<file path="config.mk">
export PLATFORM = sky130hd
export DESIGN_NAME = temporal_property_monitor
export DESIGN_NICKNAME = d
export VERILOG_FILES = /design/src/rtl/core/tpm_pkg.sv /design/src/rtl/core/tpm_lane.sv /design/src/rtl/core/tpm_merge.sv /design/src/rtl/core/temporal_property_monitor.sv
export SDC_FILE = /design/constraint.sdc
export NUM_CORES = 2
export LEC_CHECK = 0
export BUFFER_PORTS_ARGS = -buffer_cell sky130_fd_sc_hd__buf_2
export CAP_MARGIN = 20
export CORE_UTILIZATION = 62
export DETAILED_ROUTE_END_ITERATION = 8
export PLACE_DENSITY = 0.8
export SLEW_MARGIN = 20
export SYNTH_ARGS = -nofsm -noshare
export SYNTH_HDL_FRONTEND = slang
export SYNTH_HIERARCHICAL = 1
export SYNTH_SLANG_ARGS = --single-unit
</file>
<file path="constraint.sdc">
create_clock -name clk_i -period 3.5 [get_ports clk_i]
set_clock_uncertainty 0.15 [all_clocks]
set_input_delay 0.175 -clock clk_i [delete_from_list [all_inputs] [get_ports clk_i]]
set_output_delay 0.175 -clock clk_i [all_outputs]
set_load 0.02 [all_outputs]
</file>
<file path="src/rtl/core/tpm_pkg.sv">
// ----------------------------------------------------------------------------
// tpm_pkg: shared types and constants of the temporal property monitor
// Holds the property kinds, operation codes, register map and the per-lane
// flag bundle that travels from the lanes to the merging stage.
// ----------------------------------------------------------------------------
package tpm_pkg;

  // Default number of predicate lanes.
  localparam int unsigned MaxPredicates = 16;

  // Predicates that the item fields can address (p/q bits, kinds, witness index).
  localparam int unsigned FieldLanes = 16;

  localparam int unsigned SampleW   = 64;
  localparam int unsigned CondW     = 16;
  localparam int unsigned IdxW      = 4;
  localparam int unsigned StatusW   = 3;
  localparam int unsigned CountW    = 5;
  localparam int unsigned KindTabW  = 32;

  // Stream payload widths (packed fields padded to whole bytes).
  localparam int unsigned InDataW   = 104;
  localparam int unsigned OutDataW  = 72;

  // Configuration port.
  localparam int unsigned ApbAddrW  = 3;
  localparam int unsigned ApbDataW  = 32;
  localparam logic [ApbAddrW-1:0] RegActiveCount = 3'h0;
  localparam logic [ApbAddrW-1:0] RegKindTable   = 3'h4;

  // Status with all three property classes satisfied.
  localparam logic [StatusW-1:0] StatusAll = 3'h7;

  // Operation carried in tuser.
  localparam logic FuncObserve = 1'b0;
  localparam logic FuncRead    = 1'b1;

  typedef enum logic [1:0] {
    KIND_ALWAYS     = 2'd0,
    KIND_EVENTUALLY = 2'd1,
    KIND_RESPONDS   = 2'd2,
    KIND_UNKNOWN    = 2'd3
  } kind_e;

  typedef struct packed {
    logic violated;
    logic fired;
    logic pending;
    logic resolved;
  } flags_t;

endpackage

</file>
<file path="src/rtl/core/tpm_lane.sv">
// ----------------------------------------------------------------------------
// tpm_lane: one predicate checker
// Keeps the four status flags and the witness word of a single predicate and
// updates them on every observed sample while the lane is active.
// ----------------------------------------------------------------------------
module tpm_lane (
  input  logic                          clk_i,
  input  logic                          rst_ni,
  input  logic                          obs_en_i,
  input  tpm_pkg::kind_e                kind_i,
  input  logic                          p_i,
  input  logic                          q_i,
  input  logic [tpm_pkg::SampleW-1:0]   sample_i,
  output tpm_pkg::flags_t               flags_d_o,
  output logic [tpm_pkg::SampleW-1:0]   witness_o
);

  tpm_pkg::flags_t                 flags_q, flags_d;
  logic [tpm_pkg::SampleW-1:0]     witness_q, witness_d;
  logic                            pend_set;

  always_comb begin
    flags_d   = flags_q;
    witness_d = witness_q;
    pend_set  = flags_q.pending | p_i;
    if (obs_en_i) begin
      unique case (kind_i)
        tpm_pkg::KIND_ALWAYS: begin
          if (!p_i && !flags_q.violated) begin
            flags_d.violated = 1'b1;
            witness_d        = sample_i;
          end
        end
        tpm_pkg::KIND_EVENTUALLY: begin
          if (p_i) begin
            flags_d.fired = 1'b1;
          end
        end
        tpm_pkg::KIND_RESPONDS: begin
          // A trigger and its response may arrive in the same sample.
          if (pend_set && q_i) begin
            flags_d.resolved = 1'b1;
            flags_d.pending  = 1'b0;
          end else begin
            flags_d.pending  = pend_set;
          end
        end
        default: begin
          flags_d.violated = 1'b1;
          witness_d        = sample_i;
        end
      endcase
    end
  end

  always_ff @(posedge clk_i or negedge rst_ni) begin
    if (!rst_ni) begin
      flags_q   <= '0;
      witness_q <= '0;
    end else begin
      flags_q   <= flags_d;
      witness_q <= witness_d;
    end
  end

  assign flags_d_o = flags_d;
  assign witness_o = witness_q;

endmodule

</file>
<file path="src/rtl/core/tpm_merge.sv">
// ----------------------------------------------------------------------------
// tpm_merge: status reduction and witness selection
// Combines the post-update flags of all active lanes into the three status
// bits and selects the witness word for a read.
// ----------------------------------------------------------------------------
module tpm_merge #(
  parameter int unsigned NumLanes = tpm_pkg::MaxPredicates
) (
  input  tpm_pkg::flags_t               lane_flags_i [NumLanes],
  input  tpm_pkg::kind_e                lane_kind_i  [NumLanes],
  input  logic [NumLanes-1:0]           lane_active_i,
  input  logic [tpm_pkg::SampleW-1:0]   witness_i    [tpm_pkg::FieldLanes],
  input  logic                          rd_en_i,
  input  logic [tpm_pkg::IdxW-1:0]      rd_idx_i,
  input  logic [tpm_pkg::CountW-1:0]    count_i,
  output logic [tpm_pkg::StatusW-1:0]   status_o,
  output logic                          all_ok_o,
  output logic [tpm_pkg::SampleW-1:0]   witness_o
);

  logic [NumLanes-1:0] a_bad, e_bad, r_bad;

  always_comb begin
    for (int i = 0; i < NumLanes; i++) begin
      a_bad[i] = lane_active_i[i] && (lane_kind_i[i] == tpm_pkg::KIND_ALWAYS)
                 && lane_flags_i[i].violated;
      e_bad[i] = lane_active_i[i] && (lane_kind_i[i] == tpm_pkg::KIND_EVENTUALLY)
                 && !lane_flags_i[i].fired;
      r_bad[i] = lane_active_i[i] && (lane_kind_i[i] == tpm_pkg::KIND_RESPONDS)
                 && (!lane_flags_i[i].resolved || lane_flags_i[i].pending);
    end
  end

  assign status_o = {~|r_bad, ~|e_bad, ~|a_bad};
  assign all_ok_o = (status_o == tpm_pkg::StatusAll);

  assign witness_o = (rd_en_i && ({1'b0, rd_idx_i} < count_i)) ? witness_i[rd_idx_i]
                                                                : '0;

endmodule

</file>
<file path="src/rtl/core/temporal_property_monitor.sv">
// ----------------------------------------------------------------------------
// temporal_property_monitor: runtime checker for trace properties
// Checks every sample of a trace against up to MaxPredicates properties of
// kind always, eventually or responds, and reads back stored witnesses.
// ----------------------------------------------------------------------------
//
//   Channel   Direction  Contents
//   s_axis    in         tuser: func; tdata: sample_value, p_bits, q_bits,
//                        pred_index
//   m_axis    out        tdata: status_bits, all_ok, witness_word
//   apb       in/out     reg 0 active_count at 0x0, reg 1 kind_table at 0x4
//
// All predicate lanes update in parallel at the accepting edge and the merged
// status is captured in the output register at that same edge, so one item can
// be accepted every cycle while the result stream keeps draining the output.
// The output register is the only stage; a new transfer is accepted whenever
// it is empty or is being drained in the same cycle.
// Reset clears all flags, all witnesses, both registers and the output
// register; the monitor is ready as soon as reset is released.
// ----------------------------------------------------------------------------
module temporal_property_monitor #(
  parameter int unsigned MaxPredicates = tpm_pkg::MaxPredicates
) (
  input  logic                            clk_i,
  input  logic                            rst_ni,

  // Input stream.
  input  logic                            s_axis_tvalid,
  output logic                            s_axis_tready,
  // [63:0] sample_value, [79:64] p_bits, [95:80] q_bits, [99:96] pred_index
  input  logic [tpm_pkg::InDataW-1:0]     s_axis_tdata,
  // [0] func
  input  logic [0:0]                      s_axis_tuser,

  // Result stream.
  output logic                            m_axis_tvalid,
  input  logic                            m_axis_tready,
  // [2:0] status_bits, [3] all_ok, [67:4] witness_word
  output logic [tpm_pkg::OutDataW-1:0]    m_axis_tdata,

  // Configuration port.
  input  logic                            psel,
  input  logic                            penable,
  input  logic                            pwrite,
  input  logic [tpm_pkg::ApbAddrW-1:0]    paddr,
  input  logic [tpm_pkg::ApbDataW-1:0]    pwdata,
  output logic [tpm_pkg::ApbDataW-1:0]    prdata,
  output logic                            pready
);

  localparam int unsigned CW = tpm_pkg::CountW;

  // --------------------------------------------------------------------------
  // Configuration registers
  // --------------------------------------------------------------------------
  logic [CW-1:0]                active_count_q;
  logic [tpm_pkg::KindTabW-1:0] kind_table_q;
  logic                         cfg_wr;

  assign pready = 1'b1;
  assign cfg_wr = psel && penable && pwrite;

  always_ff @(posedge clk_i or negedge rst_ni) begin
    if (!rst_ni) begin
      active_count_q <= '0;
      kind_table_q   <= '0;
    end else if (cfg_wr) begin
      unique case (paddr)
        tpm_pkg::RegActiveCount: active_count_q <= pwdata[CW-1:0];
        tpm_pkg::RegKindTable:   kind_table_q   <= pwdata;
        default: ;
      endcase
    end
  end

  always_comb begin
    unique case (paddr)
      tpm_pkg::RegActiveCount: prdata = {{(tpm_pkg::ApbDataW-CW){1'b0}}, active_count_q};
      tpm_pkg::RegKindTable:   prdata = kind_table_q;
      default:                 prdata = '0;
    endcase
  end

  // A count above the lane count behaves as the lane count.
  logic [CW-1:0] live_count;
  assign live_count = (32'(active_count_q) > MaxPredicates) ? CW'(MaxPredicates)
                                                            : active_count_q;

  // --------------------------------------------------------------------------
  // Input unpacking and handshake
  // --------------------------------------------------------------------------
  logic                              in_func;
  logic [tpm_pkg::SampleW-1:0]       in_sample;
  logic [tpm_pkg::CondW-1:0]         in_p, in_q;
  logic [tpm_pkg::IdxW-1:0]          in_idx;
  logic                              out_valid_q;
  logic                              in_xfer;
  logic                              obs_xfer;

  assign in_func   = s_axis_tuser[0];
  assign in_sample = s_axis_tdata[63:0];
  assign in_p      = s_axis_tdata[79:64];
  assign in_q      = s_axis_tdata[95:80];
  assign in_idx    = s_axis_tdata[99:96];

  assign s_axis_tready = !out_valid_q || m_axis_tready;
  assign in_xfer       = s_axis_tvalid && s_axis_tready;
  assign obs_xfer      = in_xfer && (in_func == tpm_pkg::FuncObserve);

  // --------------------------------------------------------------------------
  // Predicate lanes. Lanes past the item fields see kind always with p and q
  // low, so when active they violate on their first sample.
  // --------------------------------------------------------------------------
  tpm_pkg::flags_t             lane_flags [MaxPredicates];
  tpm_pkg::kind_e              lane_kind  [MaxPredicates];
  logic [MaxPredicates-1:0]    lane_active;
  logic [tpm_pkg::SampleW-1:0] lane_wit   [MaxPredicates];
  logic [tpm_pkg::SampleW-1:0] field_wit  [tpm_pkg::FieldLanes];

  for (genvar i = 0; i < MaxPredicates; i++) begin : g_lane
    logic lane_p, lane_q;

    if (i < tpm_pkg::FieldLanes) begin : g_field
      assign lane_kind[i] = tpm_pkg::kind_e'(kind_table_q[2*i +: 2]);
      assign lane_p       = in_p[i];
      assign lane_q       = in_q[i];
    end else begin : g_extra
      assign lane_kind[i] = tpm_pkg::KIND_ALWAYS;
      assign lane_p       = 1'b0;
      assign lane_q       = 1'b0;
    end

    assign lane_active[i] = (32'(i) < 32'(live_count));

    tpm_lane u_lane (
      .clk_i     (clk_i),
      .rst_ni    (rst_ni),
      .obs_en_i  (obs_xfer && lane_active[i]),
      .kind_i    (lane_kind[i]),
      .p_i       (lane_p),
      .q_i       (lane_q),
      .sample_i  (in_sample),
      .flags_d_o (lane_flags[i]),
      .witness_o (lane_wit[i])
    );
  end

  // Witnesses reachable through pred_index; missing lanes read as zero.
  for (genvar j = 0; j < tpm_pkg::FieldLanes; j++) begin : g_wit
    if (j < MaxPredicates) begin : g_have
      assign field_wit[j] = lane_wit[j];
    end else begin : g_none
      assign field_wit[j] = '0;
    end
  end

  // --------------------------------------------------------------------------
  // Merging stage: status from the post-update flags, witness for a read.
  // --------------------------------------------------------------------------
  logic [tpm_pkg::StatusW-1:0] mrg_status;
  logic                        mrg_all_ok;
  logic [tpm_pkg::SampleW-1:0] mrg_witness;

  tpm_merge #(
    .NumLanes (MaxPredicates)
  ) u_merge (
    .lane_flags_i  (lane_flags),
    .lane_kind_i   (lane_kind),
    .lane_active_i (lane_active),
    .witness_i     (field_wit),
    .rd_en_i       (in_func == tpm_pkg::FuncRead),
    .rd_idx_i      (in_idx),
    .count_i       (live_count),
    .status_o      (mrg_status),
    .all_ok_o      (mrg_all_ok),
    .witness_o     (mrg_witness)
  );

  // --------------------------------------------------------------------------
  // Output register
  // --------------------------------------------------------------------------
  logic [tpm_pkg::OutDataW-1:0] out_data_q;

  always_ff @(posedge clk_i or negedge rst_ni) begin
    if (!rst_ni) begin
      out_valid_q <= 1'b0;
      out_data_q  <= '0;
    end else begin
      if (in_xfer) begin
        out_valid_q <= 1'b1;
        out_data_q  <= {4'b0000, mrg_witness, mrg_all_ok, mrg_status};
      end else if (m_axis_tready) begin
        out_valid_q <= 1'b0;
      end
    end
  end

  assign m_axis_tvalid = out_valid_q;
  assign m_axis_tdata  = out_data_q;

endmodule
</file>
==> impl_metrics.toml <==
[synthesis]
synth.most_common_cell = "dfrtp_1"
syn-cell-area_um2 = 55270
ys.flop_type = "dfrtp_1"
synth-seq-area-share = 0.5406
synth_top_area_cell = "dfrtp_1"
synthCells = 3458
netlist.area_leader.share = 0.5406
yosys.cell_types.count = 48
synth-edff-count = 0
synth_seq_cells = 1194
async_flop_share = 1.000
netlist_top_cells_area = "dfrtp_1 (54%), mux2_2 (23%), mux4_2 (10%), buf_6 (2.4%), a22oi_1 (1.7%)"
synth.avg_cell_area_um2 = 15.98
ys_warn_count = 6
yosys-top-cells-count = "dfrtp_1 (1194), mux2_2 (1123), mux4_2 (256), a22oi_1 (128), buf_6 (118)"

[sta]
tns_ns = 0
worstMarginPinSlew_ns = 0.8489
hold_viol = 0
period_needed_ns = 3.250
fin_hold_ws_ns = 0.06308
slew_headroom = 0.4340
setup_viol = 0
max_freq_mhz = 307.7
min_period_over_period = 0.9285
drv_slew = 0
rsz0062_at_grt = "no"

[layout]
drive_gt1_frac = 0.5060
nFillCells = 5439
area_growth_pct = 15.18
fin_nets = 4100

[clock_tree]
tritoncts = "built"
cts_buffers = 119
cts.sinks = 1194
clk-insertion-delay-late_ns = 0.71
cts_buffer_depth = 3
cts_root_buf = "clkbuf_16"
htreeDepth = 3
clkTransAtPathRegs_ns = 0.06

[worst_setup_path]
cp_max_fo = 12
start_kind = "register"
crit_type = "register to register"
critPathArrivalTime_ns = 3.74
worst_ep_required_time_ns = 3.99
end_kind = "register"

[floorplanning]
io_pins = 254
die_w_um = 300.6
dieHeight_um = 300.6
start_util = 0.6254
coreArea_um2 = 88370
die_area_um2 = 90340
row_count = 109

[global_routing]
grt_pass1_vias = 35250
grt_max_degree = 111
antenna_found_initial = 7
grt-ovfl-total = 0
grt_usage = 0.3027
grt_pass1_wl_um = 208600

[routing]
dr.pass1.iters = 5
routed_via_density = 6.360
ant_nets = 0
drt_iter0_markers = 2538
vias = 32820
route.detailed.drc = 0
wl_um = 133100
wl_per_cell_um = 25.80

[job]
max-cap-violations = 0

[placement]
routabilityCongestion = 0.8228
dp_hpwl_um = 76440
place.port_buffers = 244

[outcome]
status = "finished clean"

[power_and_ir_drop]
power_density_nw_per_um2 = 769.7
p_leak_nw = 28.22
vdd_drop_max_mv = 0.5351

[worst_hold_path]
hp-class = "primary input to register"
kinds of logic (layout without fill, tap and decap cells):
| family | count (synthesis) | count (layout) | share of synthesized area |
|---|---|---|---|
| multiplexers | 1390 | 1390 | 0.3356 |
| flip-flops | 1194 | 1194 | 0.5406 |
| AO/OA/AOI/OAI | 325 | 325 | 0.04138 |
| buffers and inverters | 257 | 788 | 0.03525 |
| AND/OR/NAND/NOR | 223 | 223 | 0.03188 |
| adder cells (fa/ha/maj) | 67 | 67 | 0.01517 |
| other | 2 | 8 | 0.0001359 |
through the flow:
stage,cells,instance area [um2],setup slack (ns),power (mW),utilization
global placement,4773,57880,0.2368,34.51,0.6549
detailed placement,4773,57880,0.1465,35.36,0.6549
finish,5160,63660,0.2504,48.99,0.7203
floorplan,3461,55280,0.5485,31.90,-
CTS,5157,63640,0.1292,49.19,0.7202
global route,5159,63650,0.07707,51.38,0.7203
registers in the layout, indices dropped and copies added (netlist names):
name / cells
m_axis_tdata: 68
m_axis_tvalid: 1
active_count_q: 5
g_lane.u_lane/flags_q: 64
g_lane.u_lane/witness_o: 1024
kind_table_q: 32
metal layers:
layer / GRT usage / vias up / share of wire
li1: - / 13960 / -
met1: 0.4229 / 17510 / 0.42
met2: 0.4892 / 1056 / 0.49
met3: 0.05390 / 281 / 0.064
met4: 0.09318 / 8 / 0.029
met5: 0 / - / 0.00038
worst paths after layout:
kind                       slack (ns)  cells past startpoint                   startpoint                              to
setup / recovery                 0.25                     13                m_axis_tvalid                 m_axis_tdata[3]
hold / removal                   0.06                      4                      penable               active_count_q[2]
setup reg to reg                 0.25                     13                m_axis_tvalid                 m_axis_tdata[3]
hold reg to reg                  0.31                      1  g_lane[5].u_lane/flags_q[0]     g_lane[5].u_lane/flags_q[0]
max in group asynchronous        1.57                      4                       rst_ni  g_lane[6].u_lane/witness_o[61]
min in group asynchronous        0.52                      3                       rst_ni  g_lane[6].u_lane/witness_o[22]
layout by cell type (no fill, tap or decap), types with 15 or more instances in the layout:
cell	Yosys	routed
a21oi_1	75	74
clkinv_2	0	36
clkbuf_8	0	25
dfrtp_1	1194	1194
dlygate4sd3_1	0	157
buf_4	18	57
nor2_1	16	15
inv_1	42	42
clkbuf_1	39	15
nor2b_1	26	23
nor2_8	16	16
mux4_2	256	256
mux2_2	1123	1123
bufinv_16	0	15
o21a_1	16	16
clkbuf_16	0	119
and2_1	28	27
nor4bb_1	30	30
a31o_2	16	16
o22a_1	32	32
a31oi_1	33	33
a22oi_1	128	128
nand2b_2	17	17
ha_1	67	67
buf_2	22	241
nand2b_1	36	36
buf_12	0	61
o2111ai_1	16	16
nand4b_1	15	15
where the power goes:
group	switching, mW	internal (mW)
clock	5.54	7.90
combinational	4.52	8.03
sequential	3.16	19.8
total	13.2	35.8
repair_timing:
item / CTS / global route
endpoints found under the hold margin: 2037 / 0
gates resized for setup: 0 / 2
endpoints found under the setup margin: 0 / 1
setup buffers: 0 / 0
hold buffers: 157 / 0
layout make-up:
class | instances | area (um2) | area share
clock inverters | 68 | 813.3 | 0.01278
repair buffers | 518 | 4457 | 0.07001
flip-flops and latches | 1194 | 29880 | 0.4694
clock buffers | 159 | 3378 | 0.05307
diodes | 3 | 7.507 | 0.0001179
inverters | 43 | 161.4 | 0.002536
well taps | 1165 | 1458 | 0.02290
multi-input cells | 2010 | 23500 | 0.3692
critical path: stages, from the launching register on:
cell and delay, ns:
dfrtp_1 0.41, nand2b_2 0.13, nand3b_1 0.26, buf_4 0.30, nor2_1 0.34, nand2b_2 0.17
o22a_1 0.20, o22a_1 0.16, nor4bb_1 0.13, nor4_1 0.34, nand3_1 0.13, nor2_1 0.17
and3_1 0.17, mux2_2 0.13
No activity file was read; power rests on OpenSTA's default activity.
